[config.mk]
export PLATFORM = sky130hd
export DESIGN_NAME = slope_intercept_line_point
export DESIGN_NICKNAME = d
export VERILOG_FILES = /design/src/rtl/slp_pkg.sv /design/src/rtl/slope_intercept_line_point.sv
export VERILOG_INCLUDE_DIRS = /design/src /design/src/rtl
export SDC_FILE = /design/constraint.sdc
export NUM_CORES = 2
export LEC_CHECK = 0
export BUFFER_PORTS_ARGS = -buffer_cell sky130_fd_sc_hd__buf_2
export CORE_AREA = 3 3 300 302
export DETAILED_ROUTE_END_ITERATION = 6
export DIE_AREA = 0 0 303 305
export SYNTH_ARGS = -nofsm -noshare
export SYNTH_HDL_FRONTEND = slang
export SYNTH_SLANG_ARGS = --single-unit
[constraint.sdc]
create_clock -name clk -period 8.65 [get_ports clk]
set_input_delay 0.865 -clock clk [delete_from_list [all_inputs] [get_ports clk]]
set_output_delay 0.865 -clock clk [all_outputs]
set_load 0.02 [all_outputs]
[src/rtl/slope_intercept_line_point_assert.svh]
// Assertion macros for the slope-intercept line point block.
// Used by rtl/slope_intercept_line_point.sv; expects clk and rst_n in scope.
`ifndef SLOPE_INTERCEPT_LINE_POINT_ASSERT_SVH
`define SLOPE_INTERCEPT_LINE_POINT_ASSERT_SVH

`ifndef NO_ASSERTIONS

// Checks a property on every clock edge outside reset.
`define SLP_ASSERT(label, prop) \
    label: assert property (@(posedge clk) disable iff (!rst_n) prop) \
        else $error("slope_intercept_line_point: assertion failed");

// Checks that a condition implies another one in the following cycle.
`define SLP_ASSERT_NEXT(label, pre, post) \
    label: assert property (@(posedge clk) disable iff (!rst_n) (pre) |=> (post)) \
        else $error("slope_intercept_line_point: assertion failed");

`else

`define SLP_ASSERT(label, prop)
`define SLP_ASSERT_NEXT(label, pre, post)

`endif

`endif

[src/rtl/slp_pkg.sv]
// Package for the slope-intercept line point block: coordinate width and
// the packed command and result types. Depends on nothing.
package slp_pkg;

    // Width of every pixel coordinate and of the step index.
    parameter int COORD_BITS = 10;

    typedef logic [COORD_BITS-1:0] coord_t;

    // One query: two endpoints and a step along the major axis.
    typedef struct packed {
        coord_t ax;
        coord_t ay;
        coord_t bx;
        coord_t by;
        coord_t step_index;
    } cmd_t;

    // One answer: the selected pixel and the span flags.
    typedef struct packed {
        coord_t pixel_x;
        coord_t pixel_y;
        logic   is_last;
        logic   beyond_span;
    } result_t;

endpackage

[src/rtl/slope_intercept_line_point.sv]
// Slope-intercept line point: a fully pipelined line pixel generator.
// Depends on rtl/slp_pkg.sv and rtl/slope_intercept_line_point_assert.svh.
//
// Each transaction presents two endpoints and a step index on cmd with start
// high; busy is always low, so a new transaction may be issued on every clock.
// The answer appears on result with done high for exactly one cycle,
// in the order the transactions were issued. The result passes through
// four stages of delta, multiply and numerator work, then the exact
// rounding division, which resolves one quotient bit per pipeline stage,
// and then one output register. The receiver must take each result in
// the cycle it is shown.
module slope_intercept_line_point (
    input  logic            clk,
    input  logic            rst_n,
    input  logic            start,
    output logic            busy,
    input  slp_pkg::cmd_t   cmd,
    output logic            done,
    output slp_pkg::result_t result
);

`include "slope_intercept_line_point_assert.svh"

    localparam int W       = slp_pkg::COORD_BITS;
    localparam int DW      = W + 1;        // signed delta width
    localparam int PW      = 2 * DW;       // signed product width
    localparam int NW      = 2 * W + 4;    // numerator working width
    localparam int RW      = 2 * W + 1;    // dividend and remainder width
    localparam int Latency = W + 5;

    // Values that travel alongside the arithmetic.
    typedef struct packed {
        logic           x_major;
        slp_pkg::coord_t major_coord;
        logic           is_last;
        logic           beyond;
    } side_t;

    // The block never holds off a transaction.
    assign busy = 1'b0;

    // ------------------------------------------------------------------
    // Stage 1: endpoint deltas and their magnitudes.
    // ------------------------------------------------------------------
    logic signed [DW-1:0] dx_c, dy_c, ndx_c, ndy_c;
    logic [W-1:0]         adx_c, ady_c;

    always_comb
    begin
        dx_c  = $signed({1'b0, cmd.bx}) - $signed({1'b0, cmd.ax});
        dy_c  = $signed({1'b0, cmd.by}) - $signed({1'b0, cmd.ay});
        ndx_c = -dx_c;
        ndy_c = -dy_c;
        adx_c = dx_c[DW-1] ? ndx_c[W-1:0] : dx_c[W-1:0];
        ady_c = dy_c[DW-1] ? ndy_c[W-1:0] : dy_c[W-1:0];
    end

    logic                 s1_valid_reg;
    slp_pkg::cmd_t        s1_cmd_reg;
    logic signed [DW-1:0] s1_dx_reg, s1_dy_reg;
    logic [W-1:0]         s1_adx_reg, s1_ady_reg;

    always_ff @(posedge clk or negedge rst_n)
    begin
        if (!rst_n)
        begin
            s1_valid_reg <= 1'b0;
        end
        else
        begin
            s1_valid_reg <= start & ~busy;
        end
    end

    always_ff @(posedge clk)
    begin
        s1_cmd_reg <= cmd;
        s1_dx_reg  <= dx_c;
        s1_dy_reg  <= dy_c;
        s1_adx_reg <= adx_c;
        s1_ady_reg <= ady_c;
    end

    // ------------------------------------------------------------------
    // Stage 2: pick the major axis, span flags, major coordinate, and the
    // operands of the rounding equation with the divisor made positive.
    // ------------------------------------------------------------------
    logic                 x_major_c;
    slp_pkg::coord_t      maj_a_c, maj_b_c, min_a_c, span_c, maj_lo_c, step_c;
    logic signed [DW-1:0] dmaj_c, dmin_c, ndmin_c, off_c, dm_c;
    logic [W-1:0]         d_c;
    side_t                side2_c;

    always_comb
    begin
        x_major_c = s1_adx_reg >= s1_ady_reg;
        step_c    = s1_cmd_reg.step_index;
        if (x_major_c)
        begin
            maj_a_c = s1_cmd_reg.ax;
            maj_b_c = s1_cmd_reg.bx;
            min_a_c = s1_cmd_reg.ay;
            dmaj_c  = s1_dx_reg;
            dmin_c  = s1_dy_reg;
            span_c  = s1_adx_reg;
        end
        else
        begin
            maj_a_c = s1_cmd_reg.ay;
            maj_b_c = s1_cmd_reg.by;
            min_a_c = s1_cmd_reg.ax;
            dmaj_c  = s1_dy_reg;
            dmin_c  = s1_dx_reg;
            span_c  = s1_ady_reg;
        end

        maj_lo_c = (maj_a_c <= maj_b_c) ? maj_a_c : maj_b_c;

        // Offset of this step from the first endpoint along the major axis.
        if (maj_a_c <= maj_b_c)
        begin
            off_c = $signed({1'b0, step_c});
        end
        else
        begin
            off_c = $signed({1'b0, step_c}) - $signed({1'b0, span_c});
        end

        // A single point uses a unit divisor with no slope, giving the
        // endpoint's own minor coordinate.
        ndmin_c = -dmin_c;
        if (span_c == '0)
        begin
            d_c  = W'(1);
            dm_c = '0;
        end
        else
        begin
            d_c  = span_c;
            dm_c = dmaj_c[DW-1] ? ndmin_c : dmin_c;
        end

        side2_c.x_major     = x_major_c;
        side2_c.major_coord = maj_lo_c + step_c;
        side2_c.is_last     = step_c == span_c;
        side2_c.beyond      = step_c > span_c;
    end

    logic                 s2_valid_reg;
    side_t                s2_side_reg;
    logic [W-1:0]         s2_ma_reg, s2_d_reg;
    logic signed [DW-1:0] s2_dm_reg, s2_off_reg;

    always_ff @(posedge clk or negedge rst_n)
    begin
        if (!rst_n)
        begin
            s2_valid_reg <= 1'b0;
        end
        else
        begin
            s2_valid_reg <= s1_valid_reg;
        end
    end

    always_ff @(posedge clk)
    begin
        s2_side_reg <= side2_c;
        s2_ma_reg   <= min_a_c;
        s2_d_reg    <= d_c;
        s2_dm_reg   <= dm_c;
        s2_off_reg  <= off_c;
    end

    // ------------------------------------------------------------------
    // Stage 3: the two products of the numerator.
    // ------------------------------------------------------------------
    logic                 s3_valid_reg;
    side_t                s3_side_reg;
    logic [2*W-1:0]       s3_pmd_reg;
    logic signed [PW-1:0] s3_pmo_reg;
    logic [W-1:0]         s3_d_reg;

    always_ff @(posedge clk or negedge rst_n)
    begin
        if (!rst_n)
        begin
            s3_valid_reg <= 1'b0;
        end
        else
        begin
            s3_valid_reg <= s2_valid_reg;
        end
    end

    always_ff @(posedge clk)
    begin
        s3_side_reg <= s2_side_reg;
        s3_pmd_reg  <= {{W{1'b0}}, s2_ma_reg} * {{W{1'b0}}, s2_d_reg};
        s3_pmo_reg  <= PW'(s2_dm_reg) * PW'(s2_off_reg);
        s3_d_reg    <= s2_d_reg;
    end

    // ------------------------------------------------------------------
    // Stage 4: numerator 2*ma*d + 2*dm*off + d, floored at zero, and the
    // divisor 2*d; these load the head of the divider.
    // ------------------------------------------------------------------
    logic [NW-1:0] num_c;
    logic [RW-1:0] rem0_c;

    always_comb
    begin
        num_c  = (NW'(s3_pmd_reg) << 1) + (NW'(s3_pmo_reg) << 1) + NW'(s3_d_reg);
        rem0_c = num_c[NW-1] ? '0 : num_c[RW-1:0];
    end

    logic          div_valid_reg [0:W];
    side_t         div_side_reg  [0:W];
    logic [RW-1:0] rem_reg       [0:W];
    logic [W:0]    dv_reg        [0:W];
    logic [W-1:0]  q_reg         [0:W];

    always_ff @(posedge clk or negedge rst_n)
    begin
        if (!rst_n)
        begin
            div_valid_reg[0] <= 1'b0;
        end
        else
        begin
            div_valid_reg[0] <= s3_valid_reg;
        end
    end

    always_ff @(posedge clk)
    begin
        div_side_reg[0] <= s3_side_reg;
        rem_reg[0]      <= rem0_c;
        dv_reg[0]       <= {s3_d_reg, 1'b0};
        q_reg[0]        <= '0;
    end

    // ------------------------------------------------------------------
    // Divider: restoring division, one quotient bit per stage, most
    // significant bit first. The quotient is known to fit in W bits.
    // ------------------------------------------------------------------
    for (genvar k = 0; k < W; k++)
    begin : g_div
        logic [RW-1:0] sh_c;
        logic          ge_c;
        logic [RW-1:0] rem_next;
        logic [W-1:0]  q_next;

        always_comb
        begin
            sh_c     = {{(RW-W-1){1'b0}}, dv_reg[k]} << (W - 1 - k);
            ge_c     = rem_reg[k] >= sh_c;
            rem_next = ge_c ? (rem_reg[k] - sh_c) : rem_reg[k];
            q_next   = q_reg[k];
            q_next[W-1-k] = ge_c;
        end

        always_ff @(posedge clk or negedge rst_n)
        begin
            if (!rst_n)
            begin
                div_valid_reg[k+1] <= 1'b0;
            end
            else
            begin
                div_valid_reg[k+1] <= div_valid_reg[k];
            end
        end

        always_ff @(posedge clk)
        begin
            div_side_reg[k+1] <= div_side_reg[k];
            rem_reg[k+1]      <= rem_next;
            dv_reg[k+1]       <= dv_reg[k];
            q_reg[k+1]        <= q_next;
        end
    end

    // ------------------------------------------------------------------
    // Output register: place the major and minor coordinates, and for a step
    // past the span zero the coordinates and is_last and set beyond_span.
    // ------------------------------------------------------------------
    slp_pkg::result_t res_next;
    logic             done_reg;
    slp_pkg::result_t result_reg;

    always_comb
    begin
        if (div_side_reg[W].beyond)
        begin
            res_next.pixel_x     = '0;
            res_next.pixel_y     = '0;
            res_next.is_last     = 1'b0;
            res_next.beyond_span = 1'b1;
        end
        else
        begin
            res_next.pixel_x     = div_side_reg[W].x_major ?
                                   div_side_reg[W].major_coord : q_reg[W];
            res_next.pixel_y     = div_side_reg[W].x_major ?
                                   q_reg[W] : div_side_reg[W].major_coord;
            res_next.is_last     = div_side_reg[W].is_last;
            res_next.beyond_span = 1'b0;
        end
    end

    always_ff @(posedge clk or negedge rst_n)
    begin
        if (!rst_n)
        begin
            done_reg <= 1'b0;
        end
        else
        begin
            done_reg <= div_valid_reg[W];
        end
    end

    always_ff @(posedge clk)
    begin
        result_reg <= res_next;
    end

    assign done   = done_reg;
    assign result = result_reg;

    // ------------------------------------------------------------------
    // Assertions.
    // ------------------------------------------------------------------
    `SLP_ASSERT(a_fixed_latency, start |-> ##Latency done)
    `SLP_ASSERT(a_beyond_zero, (done && result.beyond_span) |-> (result.pixel_x == '0 && result.pixel_y == '0 && !result.is_last))
    `SLP_ASSERT(a_last_in_span, (done && result.is_last) |-> !result.beyond_span)
    `SLP_ASSERT(a_divisor_nonzero, div_valid_reg[0] |-> (dv_reg[0] != '0))
    `SLP_ASSERT_NEXT(a_valid_enters, s3_valid_reg, div_valid_reg[0])

endmodule
Word level (Yosys, flattened, before mapping)
Memories as Yosys holds them, arrays and structs flattened.
Index checks and enable logic that the tools add are counted.
{"block": "classes", "n_eq_ne": 1, "n_mux": 25, "reduce_logical": 1, "add_sub_neg": 19, "order_cmp": 13, "mul": 2}
{"cell": "$mux 21", "count": 11}
{"cell": "$mux 10", "count": 10}
{"cell": "$mux 11", "count": 3}
{"cell": "$sub 10x10->11", "count": 3}
{"cell": "$add 22x23->24", "count": 1}
{"cell": "$add 24x10->24", "count": 1}
{"cell": "$mul 11x11->22", "count": 1}
{"cell": "$ge 21x11->1", "count": 1}
{"cell": "$ge 21x12->1", "count": 1}
{"cell": "$ge 21x13->1", "count": 1}
{"cell": "$ge 21x14->1", "count": 1}
{"cell": "$ge 21x15->1", "count": 1}
{"cell": "$ge 21x16->1", "count": 1}
{"cell": "$ge 21x17->1", "count": 1}
{"cell": "$ge 21x18->1", "count": 1}
{"cell": "$ge 21x19->1", "count": 1}
{"cell": "$ge 21x20->1", "count": 1}
{"cell": "$sub 21x11->21", "count": 1}
{"cell": "$sub 21x12->21", "count": 1}
{"cell": "$sub 21x13->21", "count": 1}
{"cell": "$sub 21x14->21", "count": 1}
{"cell": "$sub 21x15->21", "count": 1}
{"cell": "$sub 21x16->21", "count": 1}
{"cell": "$sub 21x17->21", "count": 1}
{"cell": "other kinds (13)", "count": 14}
{"block": "totals", "input_bits": 53, "elab_cells": 109, "reg_bits": 249, "mem_bits_rw": 605, "mem_count": 4}
{"name": "rem_reg", "words": 11, "word_bits": 21, "rd": 10, "rd_clocked_by_memory_dff": 0, "write_ports": 11, "line_no": "slope_intercept_line_point.sv:219", "source": "logic [RW-1:0] rem_reg [0:W];"}
{"name": "div_side_reg", "words": 11, "word_bits": 13, "rd": 11, "rd_clocked_by_memory_dff": 0, "write_ports": 11, "line_no": "slope_intercept_line_point.sv:218", "source": "side_t div_side_reg [0:W];"}
{"name": "dv_reg", "words": 11, "word_bits": 11, "rd": 10, "rd_clocked_by_memory_dff": 0, "write_ports": 11, "line_no": "slope_intercept_line_point.sv:220", "source": "logic [W:0] dv_reg [0:W];"}
{"name": "q_reg", "words": 11, "word_bits": 10, "rd": 11, "rd_clocked_by_memory_dff": 0, "write_ports": 11, "line_no": "slope_intercept_line_point.sv:221", "source": "logic [W-1:0] q_reg [0:W];"}

Depth between registers and ports, before layout
{"block": "depth", "depth_word": 5, "ltp_mapped": 29}

Worst setup path after synthesis
OpenSTA, ideal clock, no wires.
{"block": "synth_path", "path_type": "reg-to-reg", "from": "register s1_adx_reg[0]", "to": "register s2_side_reg[11] (netlist bit)", "path_slack_ps": 2617, "required_ps": 8520, "path_buffers": 4, "period_less_slack_ps": 6033, "setup_ps": 130, "path_stages_with_launch": 29, "arrival_time_ps": 5903, "path_cell_list": "dfxtp_1 > inv_1 > ha_1 > nand2b_1 > a211oi_1 > nor3_1 > o32a_1 > buf_2 > clkbuf_1 > buf_1 > mux2i_1 > inv_1 > ha_1 > nor2b_1 > o2111a_1 > a2111oi_0 > o31ai_1 > nand2_1 > clkbuf_1 > mux2i_1 > ha_1 > a21o_1 > a21oi_1 > nor2b_1 > o21a_1 > or4_1 > a31o_2 > a21oi_1 > xnor3_1"}
{"item": "start: declaration", "line_no": "slope_intercept_line_point.sv:61", "source": "logic [W-1:0] s1_adx_reg, s1_ady_reg;"}
{"item": "start signal: assignment", "line_no": "slope_intercept_line_point.sv:80", "source": "s1_adx_reg <= adx_c;"}
{"item": "end signal: assignment", "line_no": "slope_intercept_line_point.sv:168", "source": "s2_side_reg <= side2_c;"}
{"item": "end: declaration", "line_no": "slope_intercept_line_point.sv:150", "source": "side_t s2_side_reg;"}

==> results.json <==
{
  "cts.sink_count": 755,
  "clock_skew_ns": 0.0434,
  "yosysWarnings": 0,
  "num-nets-final": 3990,
  "synth_xor_area_share_pct": 4.87,
  "final_common_cell": "dfxtp_1",
  "max_freq_mhz": 164,
  "syn-num-nets": 3912,
  "worstPathRequired_ns": 9.14,
  "synthAdderAreaFrac_pct": 22.2,
  "dp_hpwl_mm": 53.5,
  "fin_setup_tns_ns": 0,
  "slew_violations": 0,
  "dp_cells": 4527,
  "rsz0062_at_grt": "no",
  "crit_path_start_kind": "flip-flop",
  "htreeDepth": 3,
  "cts_buffers": 76,
  "ios": 77,
  "n_antenna_cell": 0,
  "track_usage_pct": 15.1,
  "synth_top_family_by_area": "adder cells",
  "ctsResizeCount": 0,
  "m1WireLength_mm": 30.2,
  "area_delta_synth_final_pct": 12.1,
  "hold_viol": 0,
  "final.min_clock_period_ns": 6.11,
  "antenna_left": 0,
  "post_cts_buffers": 0,
  "hp-class": "in2async",
  "tightest_slew_ns": 1.11,
  "synth_top_area_cell": "dfxtp_1",
  "drcViolationCount": 0,
  "final_min_period_over_clock_period_pct": 70.6,
  "root_buffer": "clkbuf_16",
  "layoutNonFillerInstCount": 4666,
  "cp_max_fo": 34,
  "core_area_um2": 88000,
  "cts_hold_buf": 0,
  "grt_max_degree": 46,
  "synth_compound_area_share_pct": 8.43,
  "endpoint_kind": "flip-flop",
  "synth-edff-count": 0,
  "met3_length_mm": 2.04,
  "reg2reg_to": "s2_side_reg[11]$_DFF_P_",
  "wl_met2_mm": 34.0,
  "antenna_found_initial": 0,
  "clock_latency_ns": 0.64,
  "crit_arrival_ns": 6.60,
  "numPortBuffers": 75,
  "drt_wl_total_mm": 68.0,
  "worst-setup-path-type": "reg2reg",
  "place.gp.congestion": 0.822,
  "start_util_pct": 39.6,
  "synth_area_leaders": "dfxtp_1 (43%), fa_1 (12%), ha_1 (11%)",
  "syn-mean-instance-area_um2": 10.4,
  "num_rows": 109,
  "routed.top_layer": "met4",
  "die_y_um": 305,
  "synthMuxAreaShare_pct": 3.31,
  "maxSlewHeadroom_pct": 25.9,
  "finalSetupViolCount": 0,
  "grt_pass1_vias": 22269,
  "yosysSeqAreaShare_pct": 43.6,
  "r2r_cells": 25,
  "ys_ff_latch": 755,
  "synth_area_um2": 34800,
  "final_layout_size_suffix_gt1_share_pct": 8.14,
  "dieArea_um2": 92400,
  "overflow": 0,
  "clock_path_buffers": 3,
  "viasPerCell": 4.73,
  "reg2reg_slack_ns": 2.54,
  "clk_pin_slew_ns": 0.06,
  "reg2reg_from": "s1_adx_reg[0]$_DFF_P_",
  "wl_per_cell_um": 14.6,
  "synth_top_area_share_pct": 42.5,
  "vias": 22071,
  "outcome": "complete, no violations",
  "synthFlopType": "dfxtp_1",
  "maxCapViolations": 0,
  "synth_cells": 3362,
  "largest_register_ff_count": 210,
  "drtPass1Iterations": 5,
  "final_cell_mix": "dfxtp_1 (740), inv_1 (398), ha_1 (295)",
  "grt_pass1_wl_mm": 113,
  "async_reset_ff_share_pct": 1.99,
  "fp.dieW_um": 303,
  "drt_iter0_markers": 991,
  "cts_tree": "built",
  "ys_types": 78,
  "synth-simple-area-share_pct": 12.3
}
-- how the worst max path moves through the flow --
| stage | start | slack [ns] | to |
|---|---|---|---|
| after floorplan | s1_adx_reg[0]$_DFF_P_ | 2.62 | s2_side_reg[11]$_DFF_P_ |
| after global placement | s1_adx_reg[0]$_DFF_P_ | 2.57 | s2_side_reg[11]$_DFF_P_ |
| after detailed placement | s1_adx_reg[0]$_DFF_P_ | 2.55 | s2_side_reg[11]$_DFF_P_ |
| after CTS | s1_adx_reg[0]$_DFF_P_ | 2.55 | s2_side_reg[11]$_DFF_P_ |
| after global routing | s1_adx_reg[0]$_DFF_P_ | 2.15 | s2_side_reg[11]$_DFF_P_ |
| final | s1_adx_reg[0]$_DFF_P_ | 2.54 | s2_side_reg[11]$_DFF_P_ |
-- Yosys cell counts (7+ instances only) --
| library cell | n |
|---|---|
| nor2b_1 | 46 |
| nor4b_1 | 7 |
| or3_1 | 21 |
| or4_1 | 9 |
| nand3_1 | 35 |
| o21a_1 | 21 |
| nor4_1 | 29 |
| a21boi_0 | 14 |
| inv_1 | 398 |
| xnor2_1 | 125 |
| clkbuf_1 | 67 |
| o211ai_1 | 14 |
| nand2b_1 | 36 |
| ha_1 | 295 |
| and2_1 | 109 |
| o21bai_1 | 12 |
| nand2_1 | 238 |
| nor3_1 | 62 |
| nand4b_1 | 9 |
| or2_2 | 11 |
| dfxtp_1 | 740 |
| nand4_1 | 20 |
| mux2_2 | 42 |
| fa_1 | 202 |
| nor2_1 | 197 |
| a31o_2 | 7 |
| o21ai_0 | 119 |
| a21o_1 | 53 |
| o31ai_1 | 18 |
| a211oi_1 | 23 |
| and3_1 | 12 |
| a31oi_1 | 9 |
| dfrtp_1 | 15 |
| a21oi_1 | 136 |
| xor2_1 | 66 |
| mux2i_1 | 68 |
-- routing by layer --
metal,vias up,track usage (%)
li1,11255,-
met1,10415,18.9
met2,292,26.6
met3,109,2.30
met4,0,4.93
met5,-,0
-- layout make-up --
| type | instances | area [um2] |
|---|---|---|
| fillers | 8278 | 48900 |
| multi-input cells | 2130 | 17800 |
| flip-flops and latches | 755 | 15200 |
| clock buffers | 101 | 2190 |
| inverters | 398 | 1490 |
| well taps | 1165 | 1460 |
| clock inverters | 38 | 464 |
| repair buffers | 79 | 405 |
-- logic make-up after synthesis --
family / after synthesis
xor+xnor: 192
simple gates: 863
mux: 110
buf+inv: 477
other cells: 1
compound gates: 467
flops: 755
fa+ha+maj: 497
-- worst max-delay path: stages (launching register included) --
cell	delay, ns
dfxtp_1	0.36
inv_1	0.07
ha_1	0.28
nand2b_1	0.13
a211oi_1	0.30
nor3_1	0.10
o32a_2	0.71
mux2i_1	0.30
inv_1	0.07
ha_1	0.30
nor2b_1	0.13
o2111a_1	0.22
a2111oi_0	0.33
o31ai_1	0.13
nand2_1	0.11
buf_4	0.35
a21oi_1	0.16
ha_1	0.23
a21o_1	0.18
a21oi_1	0.22
nor2b_1	0.07
o21a_1	0.18
or4_1	0.43
a31o_2	0.25
a21oi_1	0.15
xnor3_1	0.23
-- metrics by stage --
stage | worst slack (ns) | instance area (um2) | hold slack [ns] | util, %
finish | 2.54 | 39000 | 0.120 | 44.4
detailed placement | 2.55 | 36400 | 0.312 | 41.3
global route | 2.15 | 39000 | 0.116 | 44.4
CTS | 2.55 | 39000 | 0.0905 | 44.4
global placement | 2.57 | 36400 | 0.309 | 41.3
floorplan | 2.62 | 34800 | 0.310 | -
Power is left out: the tool's default activity adds up to more than one toggle a clock period on the data nets, which glitch-free logic cannot reach.
